[src/design/tpu_pkg.sv]
// Package for the tracker pattern unpacker: cell type, phase enum,
// register indexes and the fixed constants of the packed pattern format.
// No dependencies.
`default_nettype none

package tpu_pkg;

  localparam int MaxChannelsDef = 32;
  localparam int MaxRowsDef     = 256;
  localparam int QueueDepth     = 2;

  localparam int ByteW      = 8;
  localparam int MaskW      = 5;
  localparam int ChanOutW   = 5;
  localparam int RowOutW    = 8;
  localparam int ChanCountW = 6;
  localparam int RowCountW  = 9;
  localparam int CfgDataW   = 9;

  localparam int LeadFlagBit = 7;

  localparam logic [ByteW-1:0]      NoteOffCode     = 8'd97;
  localparam logic [ByteW-1:0]      NoteOffOut      = 8'd255;
  localparam logic [ByteW-1:0]      VolumeDefault   = 8'd255;
  localparam logic [MaskW-1:0]      MaskAfterNote   = 5'b11110;
  localparam logic [ChanCountW-1:0] ChanCountReset  = 6'd1;
  localparam logic [RowCountW-1:0]  RowCountReset   = 9'd64;

  typedef enum logic [0:0] {
    CFG_CHANNEL_COUNT = 1'b0,
    CFG_ROW_COUNT     = 1'b1
  } cfg_reg_e;

  typedef enum logic [0:0] {
    PH_LEAD   = 1'b0,
    PH_FIELDS = 1'b1
  } phase_e;

  typedef struct packed {
    logic [ByteW-1:0] note;
    logic [ByteW-1:0] instrument;
    logic [ByteW-1:0] volume;
    logic [ByteW-1:0] effect;
    logic [ByteW-1:0] effect_param;
  } cell_t;

endpackage

`default_nettype wire

[src/design/tpu_front.sv]
// Front end: accepts pattern bytes, decodes lead and mask bytes and
// collects the fields of one cell. Uses tpu_pkg.
`default_nettype none

module tpu_front (
  input  wire logic          clk_i,
  input  wire logic          rst_ni,
  input  wire logic          byte_take_i,
  input  wire logic [7:0]    data_byte_i,
  output tpu_pkg::cell_t     cell_o,
  output logic               push_o
);
  import tpu_pkg::*;

  phase_e            phase_q, phase_d;
  logic [MaskW-1:0]  mask_q, mask_d;
  cell_t             cell_q, cell_d;
  logic [MaskW-1:0]  work_mask;
  logic [MaskW-1:0]  sel;

  always_ff @(posedge clk_i or negedge rst_ni) begin
    if (!rst_ni) begin
      phase_q <= PH_LEAD;
      mask_q  <= '0;
    end else begin
      phase_q <= phase_d;
      mask_q  <= mask_d;
    end
  end

  always_ff @(posedge clk_i) begin
    cell_q <= cell_d;
  end

  always_comb begin
    phase_d   = phase_q;
    mask_d    = mask_q;
    cell_d    = cell_q;
    work_mask = mask_q;
    sel       = '0;
    push_o    = 1'b0;
    if (byte_take_i) begin
      unique case (phase_q)
        PH_LEAD: begin
          cell_d.note         = '0;
          cell_d.instrument   = '0;
          cell_d.volume       = VolumeDefault;
          cell_d.effect       = '0;
          cell_d.effect_param = '0;
          if (data_byte_i[LeadFlagBit]) begin
            work_mask = data_byte_i[MaskW-1:0];
          end else begin
            cell_d.note = data_byte_i;
            work_mask   = MaskAfterNote;
          end
        end
        PH_FIELDS: begin
          // lowest pending field takes the byte
          sel = mask_q & (~mask_q + MaskW'(1));
          if (sel[0]) cell_d.note         = data_byte_i;
          if (sel[1]) cell_d.instrument   = data_byte_i;
          if (sel[2]) cell_d.volume       = data_byte_i;
          if (sel[3]) cell_d.effect       = data_byte_i;
          if (sel[4]) cell_d.effect_param = data_byte_i;
          work_mask = mask_q & ~sel;
        end
        default: begin
          work_mask = mask_q;
        end
      endcase
      if (work_mask == '0) begin
        push_o  = 1'b1;
        phase_d = PH_LEAD;
        mask_d  = '0;
      end else begin
        phase_d = PH_FIELDS;
        mask_d  = work_mask;
      end
    end
  end

  always_comb begin
    cell_o = cell_d;
    if (cell_d.note == NoteOffCode) cell_o.note = NoteOffOut;
  end

endmodule

`default_nettype wire

[src/design/tpu_queue.sv]
// Short flop-based queue of decoded cells between front and back end.
// Uses tpu_pkg for the cell type.
`default_nettype none

module tpu_queue #(
  parameter int DEPTH = tpu_pkg::QueueDepth
) (
  input  wire logic          clk_i,
  input  wire logic          rst_ni,
  input  wire logic          push_i,
  input  tpu_pkg::cell_t     push_cell_i,
  output logic               full_o,
  input  wire logic          pop_i,
  output logic               empty_o,
  output tpu_pkg::cell_t     pop_cell_o
);
  import tpu_pkg::*;

  localparam int AW = (DEPTH > 1) ? $clog2(DEPTH) : 1;
  localparam int CW = $clog2(DEPTH + 1);

  cell_t          slot_q [DEPTH];
  logic [AW-1:0]  wr_ptr_q, rd_ptr_q;
  logic [CW-1:0]  count_q;

  assign full_o     = (count_q == CW'(DEPTH));
  assign empty_o    = (count_q == '0);
  assign pop_cell_o = slot_q[rd_ptr_q];

  always_ff @(posedge clk_i) begin
    if (push_i) slot_q[wr_ptr_q] <= push_cell_i;
  end

  always_ff @(posedge clk_i or negedge rst_ni) begin
    if (!rst_ni) begin
      wr_ptr_q <= '0;
      rd_ptr_q <= '0;
      count_q  <= '0;
    end else begin
      if (push_i) begin
        wr_ptr_q <= (wr_ptr_q == AW'(DEPTH - 1)) ? '0 : wr_ptr_q + AW'(1);
      end
      if (pop_i) begin
        rd_ptr_q <= (rd_ptr_q == AW'(DEPTH - 1)) ? '0 : rd_ptr_q + AW'(1);
      end
      if (push_i && !pop_i) begin
        count_q <= count_q + CW'(1);
      end else if (pop_i && !push_i) begin
        count_q <= count_q - CW'(1);
      end
    end
  end

endmodule

`default_nettype wire

[src/design/tpu_back.sv]
// Back end: tags each cell with channel and row, flags the last cell of
// the pattern and holds it in the output register. Uses tpu_pkg.
`default_nettype none

module tpu_back #(
  parameter int MAX_CHANNELS = tpu_pkg::MaxChannelsDef,
  parameter int MAX_ROWS     = tpu_pkg::MaxRowsDef
) (
  input  wire logic                               clk_i,
  input  wire logic                               rst_ni,
  input  wire logic [tpu_pkg::ChanCountW-1:0]     channel_count_i,
  input  wire logic [tpu_pkg::RowCountW-1:0]      row_count_i,
  input  wire logic                               empty_i,
  input  tpu_pkg::cell_t                          cell_i,
  output logic                                    pop_o,
  output logic                                    cell_valid_o,
  input  wire logic                               cell_stall_i,
  output tpu_pkg::cell_t                          cell_o,
  output logic [tpu_pkg::ChanOutW-1:0]            channel_o,
  output logic [tpu_pkg::RowOutW-1:0]             row_o,
  output logic                                    last_cell_o
);
  import tpu_pkg::*;

  localparam int ChW = (MAX_CHANNELS > 1) ? $clog2(MAX_CHANNELS) : 1;
  localparam int RwW = (MAX_ROWS > 1) ? $clog2(MAX_ROWS) : 1;
  localparam int ChCmpW = ChanCountW + 1;
  localparam int RwCmpW = RowCountW + 1;
  localparam logic [ChCmpW-1:0] ChMax = ChCmpW'(MAX_CHANNELS);
  localparam logic [RwCmpW-1:0] RwMax = RwCmpW'(MAX_ROWS);

  logic [ChW-1:0]    ch_q;
  logic [RwW-1:0]    row_q;
  logic              valid_q;
  cell_t             cell_q;
  logic [ChW-1:0]    ch_out_q;
  logic [RwW-1:0]    row_out_q;
  logic              last_q;

  logic [ChCmpW-1:0] chans;
  logic [RwCmpW-1:0] rows;
  logic              last_chan, last_row;

  // clamp registers to 1..MAX
  always_comb begin
    if (channel_count_i == '0) chans = ChCmpW'(1);
    else if (ChCmpW'(channel_count_i) > ChMax) chans = ChMax;
    else chans = ChCmpW'(channel_count_i);
    if (row_count_i == '0) rows = RwCmpW'(1);
    else if (RwCmpW'(row_count_i) > RwMax) rows = RwMax;
    else rows = RwCmpW'(row_count_i);
  end

  assign last_chan = (ChCmpW'(ch_q) + ChCmpW'(1)) >= chans;
  assign last_row  = (RwCmpW'(row_q) + RwCmpW'(1)) >= rows;
  assign pop_o     = !empty_i && (!valid_q || !cell_stall_i);

  always_ff @(posedge clk_i or negedge rst_ni) begin
    if (!rst_ni) begin
      ch_q    <= '0;
      row_q   <= '0;
      valid_q <= 1'b0;
    end else begin
      if (pop_o) begin
        valid_q <= 1'b1;
        if (last_chan) begin
          ch_q  <= '0;
          row_q <= last_row ? '0 : row_q + RwW'(1);
        end else begin
          ch_q <= ch_q + ChW'(1);
        end
      end else if (!cell_stall_i) begin
        valid_q <= 1'b0;
      end
    end
  end

  always_ff @(posedge clk_i) begin
    if (pop_o) begin
      cell_q    <= cell_i;
      ch_out_q  <= ch_q;
      row_out_q <= row_q;
      last_q    <= last_chan && last_row;
    end
  end

  assign cell_valid_o = valid_q;
  assign cell_o       = cell_q;
  assign channel_o    = ChanOutW'(ch_out_q);
  assign row_o        = RowOutW'(row_out_q);
  assign last_cell_o  = last_q;

endmodule

`default_nettype wire

[src/design/tracker_pattern_unpacker_unit.sv]
// Tracker pattern unpacker: one packed pattern byte per cycle in, one cell out.
// The edge that takes a cell's final byte writes it to the cell queue; the back end
// loads it into the output register once that register is empty or its cell is taken.
// Throughput: one byte per cycle; a cell takes one to six bytes. The input stalls
// only while the two-entry queue is full behind a held output. Reset clears channel
// and row to zero, sets the channel count to 1 and the row count to 64; no clearing pass.
`default_nettype none

module tracker_pattern_unpacker_unit #(
  parameter int MAX_CHANNELS = tpu_pkg::MaxChannelsDef,
  parameter int MAX_ROWS     = tpu_pkg::MaxRowsDef
) (
  input  wire logic                          clk_i,
  input  wire logic                          rst_ni,
  input  wire logic                          data_valid_i,
  output logic                               data_stall_o,
  input  wire logic [7:0]                    data_byte_i,
  output logic                               cell_valid_o,
  input  wire logic                          cell_stall_i,
  output logic [7:0]                         note_o,
  output logic [7:0]                         instrument_o,
  output logic [7:0]                         volume_o,
  output logic [7:0]                         effect_o,
  output logic [7:0]                         effect_param_o,
  output logic [4:0]                         channel_o,
  output logic [7:0]                         row_o,
  output logic                               last_cell_o,
  input  wire logic                          cfg_valid_i,
  output logic                               cfg_ready_o,
  input  tpu_pkg::cfg_reg_e                  cfg_index_i,
  input  wire logic [tpu_pkg::CfgDataW-1:0]  cfg_data_i
);
  import tpu_pkg::*;

  logic [ChanCountW-1:0] chan_count_q;
  logic [RowCountW-1:0]  row_count_q;
  logic                  queue_full, queue_empty, push, pop;
  cell_t                 front_cell, queue_cell, out_cell;

  assign cfg_ready_o  = 1'b1;
  assign data_stall_o = queue_full;

  always_ff @(posedge clk_i or negedge rst_ni) begin
    if (!rst_ni) begin
      chan_count_q <= ChanCountReset;
      row_count_q  <= RowCountReset;
    end else if (cfg_valid_i && cfg_ready_o) begin
      unique case (cfg_index_i)
        CFG_CHANNEL_COUNT: chan_count_q <= cfg_data_i[ChanCountW-1:0];
        CFG_ROW_COUNT:     row_count_q  <= cfg_data_i[RowCountW-1:0];
        default:           row_count_q  <= row_count_q;
      endcase
    end
  end

  tpu_front u_front (
    .clk_i       (clk_i),
    .rst_ni      (rst_ni),
    .byte_take_i (data_valid_i && !data_stall_o),
    .data_byte_i (data_byte_i),
    .cell_o      (front_cell),
    .push_o      (push)
  );

  tpu_queue #(
    .DEPTH (QueueDepth)
  ) u_queue (
    .clk_i       (clk_i),
    .rst_ni      (rst_ni),
    .push_i      (push),
    .push_cell_i (front_cell),
    .full_o      (queue_full),
    .pop_i       (pop),
    .empty_o     (queue_empty),
    .pop_cell_o  (queue_cell)
  );

  tpu_back #(
    .MAX_CHANNELS (MAX_CHANNELS),
    .MAX_ROWS     (MAX_ROWS)
  ) u_back (
    .clk_i           (clk_i),
    .rst_ni          (rst_ni),
    .channel_count_i (chan_count_q),
    .row_count_i     (row_count_q),
    .empty_i         (queue_empty),
    .cell_i          (queue_cell),
    .pop_o           (pop),
    .cell_valid_o    (cell_valid_o),
    .cell_stall_i    (cell_stall_i),
    .cell_o          (out_cell),
    .channel_o       (channel_o),
    .row_o           (row_o),
    .last_cell_o     (last_cell_o)
  );

  assign note_o         = out_cell.note;
  assign instrument_o   = out_cell.instrument;
  assign volume_o       = out_cell.volume;
  assign effect_o       = out_cell.effect;
  assign effect_param_o = out_cell.effect_param;

endmodule

`default_nettype wire

[config.mk]
export PLATFORM = sky130hd
export DESIGN_NAME = tracker_pattern_unpacker_unit
export DESIGN_NICKNAME = d
export VERILOG_FILES = /design/src/design/tpu_pkg.sv /design/src/design/tpu_front.sv /design/src/design/tpu_queue.sv /design/src/design/tpu_back.sv /design/src/design/tracker_pattern_unpacker_unit.sv
export SDC_FILE = /design/constraint.sdc
export NUM_CORES = 1
export LEC_CHECK = 0
export ABC_AREA = 1
export BUFFER_PORTS_ARGS = -buffer_cell sky130_fd_sc_hd__buf_2
export CAP_MARGIN = 20
export CORE_UTILIZATION = 40
export DETAILED_ROUTE_END_ITERATION = 7
export PLACE_DENSITY = 0.59
export SYNTH_ARGS = -nofsm -noshare
export SYNTH_HDL_FRONTEND = slang
export SYNTH_HIERARCHICAL = 1
export SYNTH_SLANG_ARGS = --single-unit
[constraint.sdc]
create_clock -name clk_i -period 7.6 [get_ports clk_i]
set_input_delay 1.52 -clock clk_i [delete_from_list [all_inputs] [get_ports clk_i]]
set_output_delay 1.52 -clock clk_i [all_outputs]
set_load 0.005 [all_outputs]
Yosys cells after proc, flatten, opt, wreduce, memory -nomap -nowiden:

Memories as Yosys holds them, arrays and structs flattened. A register that Yosys moved wholly into a read port is not among the register bits.
Cells that the tools add are included.

* bits in registers: 93
* latch bits: 0
* RAM bits: 80
* bits in read-only memories: 0
* input port bits: 23
* output and inout bits: 57
* logic and storage cells: 91
* memories: 1

* add/subtract/negate cells: 9
* multipliers: 0
* divide/modulo/power cells: 0
* order comparisons: 4
* eq/ne operators: 3
* shift-type cells: 0
* muxes and demuxes: 30
* bitwise operators: 6
* reductions and logical operators: 20

Memory list
* u_queue.slot_q: words 2, bits a word 40, rd ports 1, clocked after memory_dff 1, write ports 1, RTL line tpu_queue.sv:22 `cell_t slot_q [DEPTH];`

Operators with widths (number)
* $pmux W40 S2: 1
* $mux W8: 7
* $mux W40: 1
* $mux W5: 4
* $mux W6: 2
* $add A5 B1 Y5 const B: 2
* $and A5 B5 Y5: 2
* $ge A10 B10 Y1: 1
* $mux W10: 1
* $not A5 Y5: 2
* $pmux W5 S2: 1
* $add A8 B1 Y9 const B: 1
* $gt A9 B9 Y1 const B: 1
* $logic_not A9 Y1: 1
* $mux W1: 9
* $mux W9: 1
* $add A8 B1 Y8 const B: 1
* $eq A8 B7 Y1 const B: 1
* $ge A7 B6 Y1: 1
* $mux W7: 1
* $add A5 B1 Y6 const B: 1
* $gt A6 B6 Y1 const B: 1
* $logic_not A1 Y1: 6
* $logic_not A6 Y1: 1
* other kinds (13): 22

Longest topological paths before layout:

Gate-level depths: netlist of the first run.

* depth after elaboration: 14
* gate-level depth with buffers: 16
* mapped depth without buffers: 16

By module:

Netlist of the first run, hierarchy kept.

By module, submodules not included
* tpu_queue: times used 1, cells each 150, area each 3296.9 sq um, sequential area each 2502.4 sq um
* tpu_back: times used 1, cells each 253, area each 2971.6 sq um, sequential area each 1971.9 sq um
* tpu_front: times used 1, cells each 272, area each 2114.5 sq um, sequential area each 950.9 sq um
* tracker_pattern_unpacker_unit: times used 1, cells each 70, area each 643.1 sq um, sequential area each 377.9 sq um

Worst setup path before layout of the first run:

OpenSTA, ideal clock, no wires.

* kind: in2reg
* from: input port data_valid_i
* to: memory u_queue/slot_q[0][0] (netlist bit) (enable)
* library setup time: 438 ps
* arrival: 4170 ps
* required time: 7162 ps
* setup slack: 2992 ps
* stages: 8
* path buffers: 0
* path through: inv_1 > nor2_1 > inv_2 > nor3_1 > nand3_1 > inv_1 > inv_1 > nor2_1

* word-level cells in the longest chain between the ends: 4

RTL lines
* start: declaration: RTL line tracker_pattern_unpacker_unit.sv:15 `input wire logic data_valid_i,`
* $logic_and A1 B1 Y1: RTL line tracker_pattern_unpacker_unit.sv:59 `.byte_take_i (data_valid_i && !data_stall_o),`
* $mux W1: RTL line tpu_front.sv:42 `if (byte_take_i) begin`
* net push: RTL line tracker_pattern_unpacker_unit.sv:37 `logic queue_full, queue_empty, push, pop;`
* $mux W1: RTL line tpu_queue.sv:31 `if (push_i) slot_q[wr_ptr_q] <= push_cell_i;`
* $mux W1 (implied by the code): RTL line tpu_queue.sv:31
* end: declaration: RTL line tpu_queue.sv:22

The timed path passes the listed nets, and every way through them passes these cells.

Final worst setup path of the first run:

* from: input port data_valid_i
* to: memory u_queue/slot_q[1][1] (netlist bit) (enable)

The elaborated chain is that of the path after synthesis.

==> results of run 1 <==
==> state kept, by name (all words and copies together) (netlist names), 6 cells and up <==
register	cells
u_back/cell_o	40
row_count_q	9
u_queue/slot_q	80
u_back/row_o	8
u_back/row_q	8
chan_count_q	6
u_front/cell_q	40
==> power by group <==
part / total [uW] / internal [uW] / leakage, uW / switching [uW]
clock network: 1130 / 670 / 0.000391 / 459
logic: 1190 / 474 / 0.00197 / 721
registers: 1890 / 1760 / 0.00208 / 133
total: 4210 / 2900 / 0.00444 / 1310
==> cells in the mapped netlist (4+ instances only) <==
library cell,count,area [sq um]
xor2_1,7,61.3
nand3b_1,4,30.0
dfrtp_1,37,926
nor3_1,4,20.0
nand2_2,7,43.8
inv_2,9,33.8
mux2_4,39,586
a21oi_1,27,135
nor2_2,6,37.5
nand3_1,38,190
inv_1,56,210
o21ai_0,34,170
dfxtp_1,40,801
ha_1,18,225
buf_12,5,100
buf_6,4,45.0
buf_4,35,263
o21ai_1,5,25.0
edfxtp_1,134,4020
nand2_1,144,541
nor2_1,56,210
==> cell type report <==
cell class	count	area, sq um	area share
tap	280	350	0.0345
clock buffer	28	636	0.0626
timing repair buffer	82	420	0.0414
inverter	67	262	0.0257
multi-input combinational	416	2540	0.250
sequential	213	5800	0.571
clock inverter	16	149	0.0147
==> final timing paths <==
check | cells past startpoint | startpoint | to
worst min-delay path | 2 | u_front/cell_q[39]$_DFF_P_ | u_front/cell_q[39]$_DFF_P_
min in group asynchronous | 1 | rst_ni | u_back/ch_q[1]$_DFFE_PN0P_
worst max-delay path | 10 | data_valid_i | u_queue/slot_q[1][1]$_DFFE_PP_
max in group asynchronous | 1 | rst_ni | u_queue/rd_ptr_q$_DFFE_PN0P_
worst max register to register | 10 | u_queue/count_q[1]$_DFFE_PN0P_ | u_queue/slot_q[1][1]$_DFFE_PP_
worst min register to register | 2 | u_front/cell_q[39]$_DFF_P_ | u_front/cell_q[39]$_DFF_P_
==> worst max-delay path: stages <==
cell and delay, ns:
buf_2 0.09, inv_1 0.03, nor2_1 0.85, inv_2 0.23, nor3_1 0.32, nand3_1 0.13
inv_1 0.13, nand2_1 0.07, inv_1 0.54, buf_4 0.43
==> stage by stage <==
step / utilization / cell area (sq um) / power, uW / instances
global route: 0.463 / 10200 / 4490 / 1102
CTS: 0.463 / 10200 / 4280 / 1102
floorplan: - / 9030 / 2930 / 745
global placement: 0.427 / 9380 / 3100 / 1058
detailed placement: 0.427 / 9380 / 3120 / 1058
finish: 0.463 / 10200 / 4210 / 1102
==> logic make-up (layout without fill, tap and decap cells) <==
group | Yosys count | after routing | share of synthesized area
xor gates and xnor gates | 8 | 8 | 0.00776
muxes | 40 | 40 | 0.0661
buffers and inverters | 116 | 193 | 0.0767
AOI/OAI and AO/OA | 72 | 72 | 0.0413
adders and majority gates | 18 | 18 | 0.0250
and+or+nand+nor | 277 | 277 | 0.140
DFF | 213 | 213 | 0.643
other | 1 | 1 | 0.000415
==> layer usage <==
metal / up-vias / share of wire
li1: 2605 / -
met1: 2512 / 0.47
met2: 87 / 0.46
met3: 30 / 0.041
met4: 0 / 0.026
met5: - / 0
==> run metrics, run 1 <==
Max Root-Sink Buffers 3; most frequent cells in the layout nand2_1, edfxtp_1, buf_2; FFs w/ async S/R, synth 0.183; largest net degree at the start of global routing 42; Hold/Removal Path Class flip-flop to flip-flop; port bufs 78; dpl ws 2.78 ns; Layout area overhead 12.6%; worst-margin pin slew 1.15 ns; Initial Utilization 0.411; die area 23200 sq um; TritonCTS clock tree done; grt met3 use 0.0242; worst-path fanout max 23; main flop type after synthesis edfxtp_1; total grt overflow 0; cts bufs inserted 24; clk_lat worst skew 0.52 ns; CTS-repair resized insts 0; critical path type primary input to flip-flop; setup_tns 0 ns; layer with the highest usage met2; crit path capture type flip-flop; final setup skew 0.0239 ns; CTS Root Cell clkbuf_16; Post-synth EDFFs 134; slack of the critical path 3.41 ns; routed wire length 16.1 mm; DRC 3; post-synth cell types 43; Power Dens Cells 415 nW/um^2; global routing usage on met1 0.194; Syn Inst Count 745; startpoint types primary input; setup slack, reg-to-reg 3.96 ns; hold_buf cts 0; Peak Freq 239 MHz; post-synthesis area per instance 12.1 sq um; GRT Util Overall 0.143; max cap viols 0; DRT iter0 DRCs 259; RSZ-0062 raised after global routing no; I/O Pins 80; syn_nets 786; crit path DAT 4.37 ns; max_slew headroom 0.232; Clk pin slew, worst setup/hold paths 0.06 ns; met2 usage 0.230; yosys warns 6; Syn Std Cell Area 9030 sq um; die width 152 microns; failing checks DRC; DRT antenna net count 0; share of layout cells above drive strength 1 0.248; vias in the first global route 5221; drt pass-1 iters 8; leading cell type in the layout, fill and taps excluded nand2_1; synthesis-stage register bit count 213; hold_ws 0.472 ns; # diodes 0; RD Place Congestion 0.814; Tmin final 4.19 ns; wire length per cell 14.6 microns; sequential area share after synthesis 0.643; fin crit share 0.551; DP Wirelength 10.6 mm; Static Leak 0.00444 uW; status finished, violations left; num rows 54; Post-CTS Setup Repair Bufs 0; fin. max-slew vios 0; vias per cell 4.75; Max VDD drop 0.207 mV; filler cell count 1988; Die Span Y 152 microns; global-route wire length before repair 26.6 mm; Final #Nets 845; H-tree depth 1; antenna violations before repair 0; final hold viol count 0; Final setup viols 0; detailed-route via count 5234; Clock Sink Count 213; core area 22000 sq um; CP required 7.77 ns
No activity file was read; power rests on OpenSTA's default activity.
==> run 2, diff against run 1 <==
- PLACE_DENSITY: 0.59 -> 0.61
- clock period: 7.6 -> 3.5 ns (I/O delays scaled with it)
==> run metrics, run 2 (same netlist as run 1, synthesis figures left out) <==
max_slew headroom 0.376 (+0.144); Largest register FFs 80 (unchanged); Die Span Y 152 microns (unchanged); Post-CTS Setup Repair Bufs 0 (unchanged); part of the power in the clock network 0.273 (+0.005); Peak Freq 434 MHz; DR WL met2 7.78 mm (+4.2%); DRT antenna net count 0 (unchanged); drt pass-1 iters 7 (-1); DRT met1 WL 7.36 mm (-2.7%); max cap viols 0 (unchanged); reg2reg path depth 11 (+1); clk_lat worst skew 0.52 ns (about the same); final hold viol count 0 (unchanged); Max Root-Sink Buffers 3 (unchanged); share of layout cells above drive strength 1 0.246 (-0.00211); Switching Power 2840 uW (+120%); filler cell count 1952 (-1.8%); Initial Utilization 0.411 (unchanged); Reg power frac 0.444 (-0.005); CTS-repair resized insts 0 (unchanged); CTS Root Cell clkbuf_16; antenna violations before repair 1 (+1); most frequent cells in the layout nand2_1, edfxtp_1, buf_2; Layout area overhead 13.3%; startpoint types flip-flop; WL met3 883 microns (+34%); Max VDD drop 0.410 mV (+98%); die area 23200 sq um (unchanged); final setup skew 0.0171 ns (-0.00679 ns); num rows 54 (unchanged); Hold/Removal Path Class primary input to asynchronous set/reset pin; port bufs 78 (unchanged); Clock Sink Count 213 (unchanged); TritonCTS clock tree done; critical path type flip-flop to flip-flop; failing checks DRC; Final #Nets 848 (+0.36%); setup slack, reg-to-reg 1.20 ns (-2.76 ns); cts bufs inserted 24 (unchanged); Internal 6430 uW (+120%); setup_tns 0 ns (unchanged); largest net degree at the start of global routing 51 (+21%); status finished, violations left; Net Sw Frac 0.306 (-0.00486); hold_buf cts 0 (unchanged); Tmin final 2.30 ns; vias in the first global route 5138 (-1.6%); Final setup viols 0 (unchanged); CP required 3.68 ns (-4.09 ns); DRC 7 (+4); RD Place Congestion 0.770 (-5.5%); DP Wirelength 10.7 mm (+1.2%); Comb pwr share 0.283 (about the same); RSZ-0062 raised after global routing no; global-route wire length before repair 26.3 mm (-1.2%); Clk pin slew, worst setup/hold paths 0.06 ns (about the same); detailed-route via count 5229 (-0.096%); fin. max-slew vios 0 (unchanged); Power Dens Cells 907 nW/um^2 (+120%); I/O Pins 80 (unchanged); vias per cell 4.73 (-0.37%); crit path capture type flip-flop; worst-path fanout max 20 (-13%); wire length per cell 14.8 microns (+0.88%); GRT Util Overall 0.142 (-0.000843); leading cell type in the layout, fill and taps excluded nand2_1; routed wire length 16.3 mm (+1.2%); H-tree depth 1 (unchanged); Most flops, register u_queue/slot_q; DRT iter0 DRCs 315 (+22%); Static Leak 0.00447 uW (+0.55%); max layer used met5; # diodes 0 (unchanged); crit path DAT 2.48 ns (-1.89 ns); die width 152 microns (unchanged); Design Power 9270 uW (+120%); core area 22000 sq um (unchanged); worst-margin pin slew 0.936 ns (-0.212 ns); total grt overflow 0 (unchanged); fin crit share 0.658
-- run 2: path summary, 6_finish.rpt --
kind                                                 from                              end
setup / recovery           u_queue/count_q[1]$_DFFE_PN0P_  u_queue/slot_q[0][21]$_DFFE_PP_
hold / removal                                     rst_ni       row_count_q[8]$_DFFE_PN0P_
setup reg to reg           u_queue/count_q[1]$_DFFE_PN0P_  u_queue/slot_q[0][21]$_DFFE_PP_
hold reg to reg                u_back/ch_q[4]$_DFFE_PN0P_    u_back/channel_o[4]$_DFFE_PP_
max in group asynchronous                          rst_ni     u_queue/rd_ptr_q$_DFFE_PN0P_
min in group clk_i                          cfg_data_i[6]       row_count_q[6]$_DFFE_PN1P_
-- run 2: layout make-up --
cell class	instances	area [sq um]	area share
Inverter	67	262	0.0256
Multi-Input combinational cell	416	2540	0.248
Clock inverter	17	204	0.0199
Clock buffer	27	612	0.0598
Timing Repair Buffer	85	455	0.0445
Sequential cell	213	5800	0.568
Tap cell	280	350	0.0343
-- run 2: critical path, cell delays in order (launching register included) --
cell and delay, ns:
dfrtp_1 0.38, inv_1 0.07, nor2_1 0.05, nor2_1 0.11
buf_4 0.23, inv_2 0.11, nor3_1 0.26, nand3_1 0.14
inv_1 0.14, inv_1 0.09, nor2_4 0.08, buf_4 0.30
-- run 2: through the flow --
step	cell area, sq um	hold slack, ns	setup slack (ns)	cells	util
5_1_grt	10200	0.413	0.959	1105	0.466
6_report	10200	0.337	1.20	1105	0.466
3_5_place_dp	9410	0.439	0.882	1061	0.429
4_1_cts	10200	0.363	1.17	1105	0.466
2_1_floorplan	9030	0.404	0.389	745	-
3_3_place_gp	9410	0.443	0.917	1061	0.429
-- run 2: metal layers --
metal | track usage | vias up
met1 | 0.186 | 2481
met4 | 0.0432 | 2
met2 | 0.235 | 101
met3 | 0.0307 | 28
met5 | 0 | -
li1 | - | 2617
-- run 2: power groups by stage --
stage | clock (uW) | sequential (uW) | combinational, uW
2_1_floorplan | 0 | 4140 | 2230
3_3_place_gp | 0 | 4150 | 2610
3_5_place_dp | 0 | 4160 | 2670
4_1_cts | 2620 | 4120 | 2690
5_1_grt | 2700 | 4200 | 2960
6_report | 2540 | 4110 | 2620
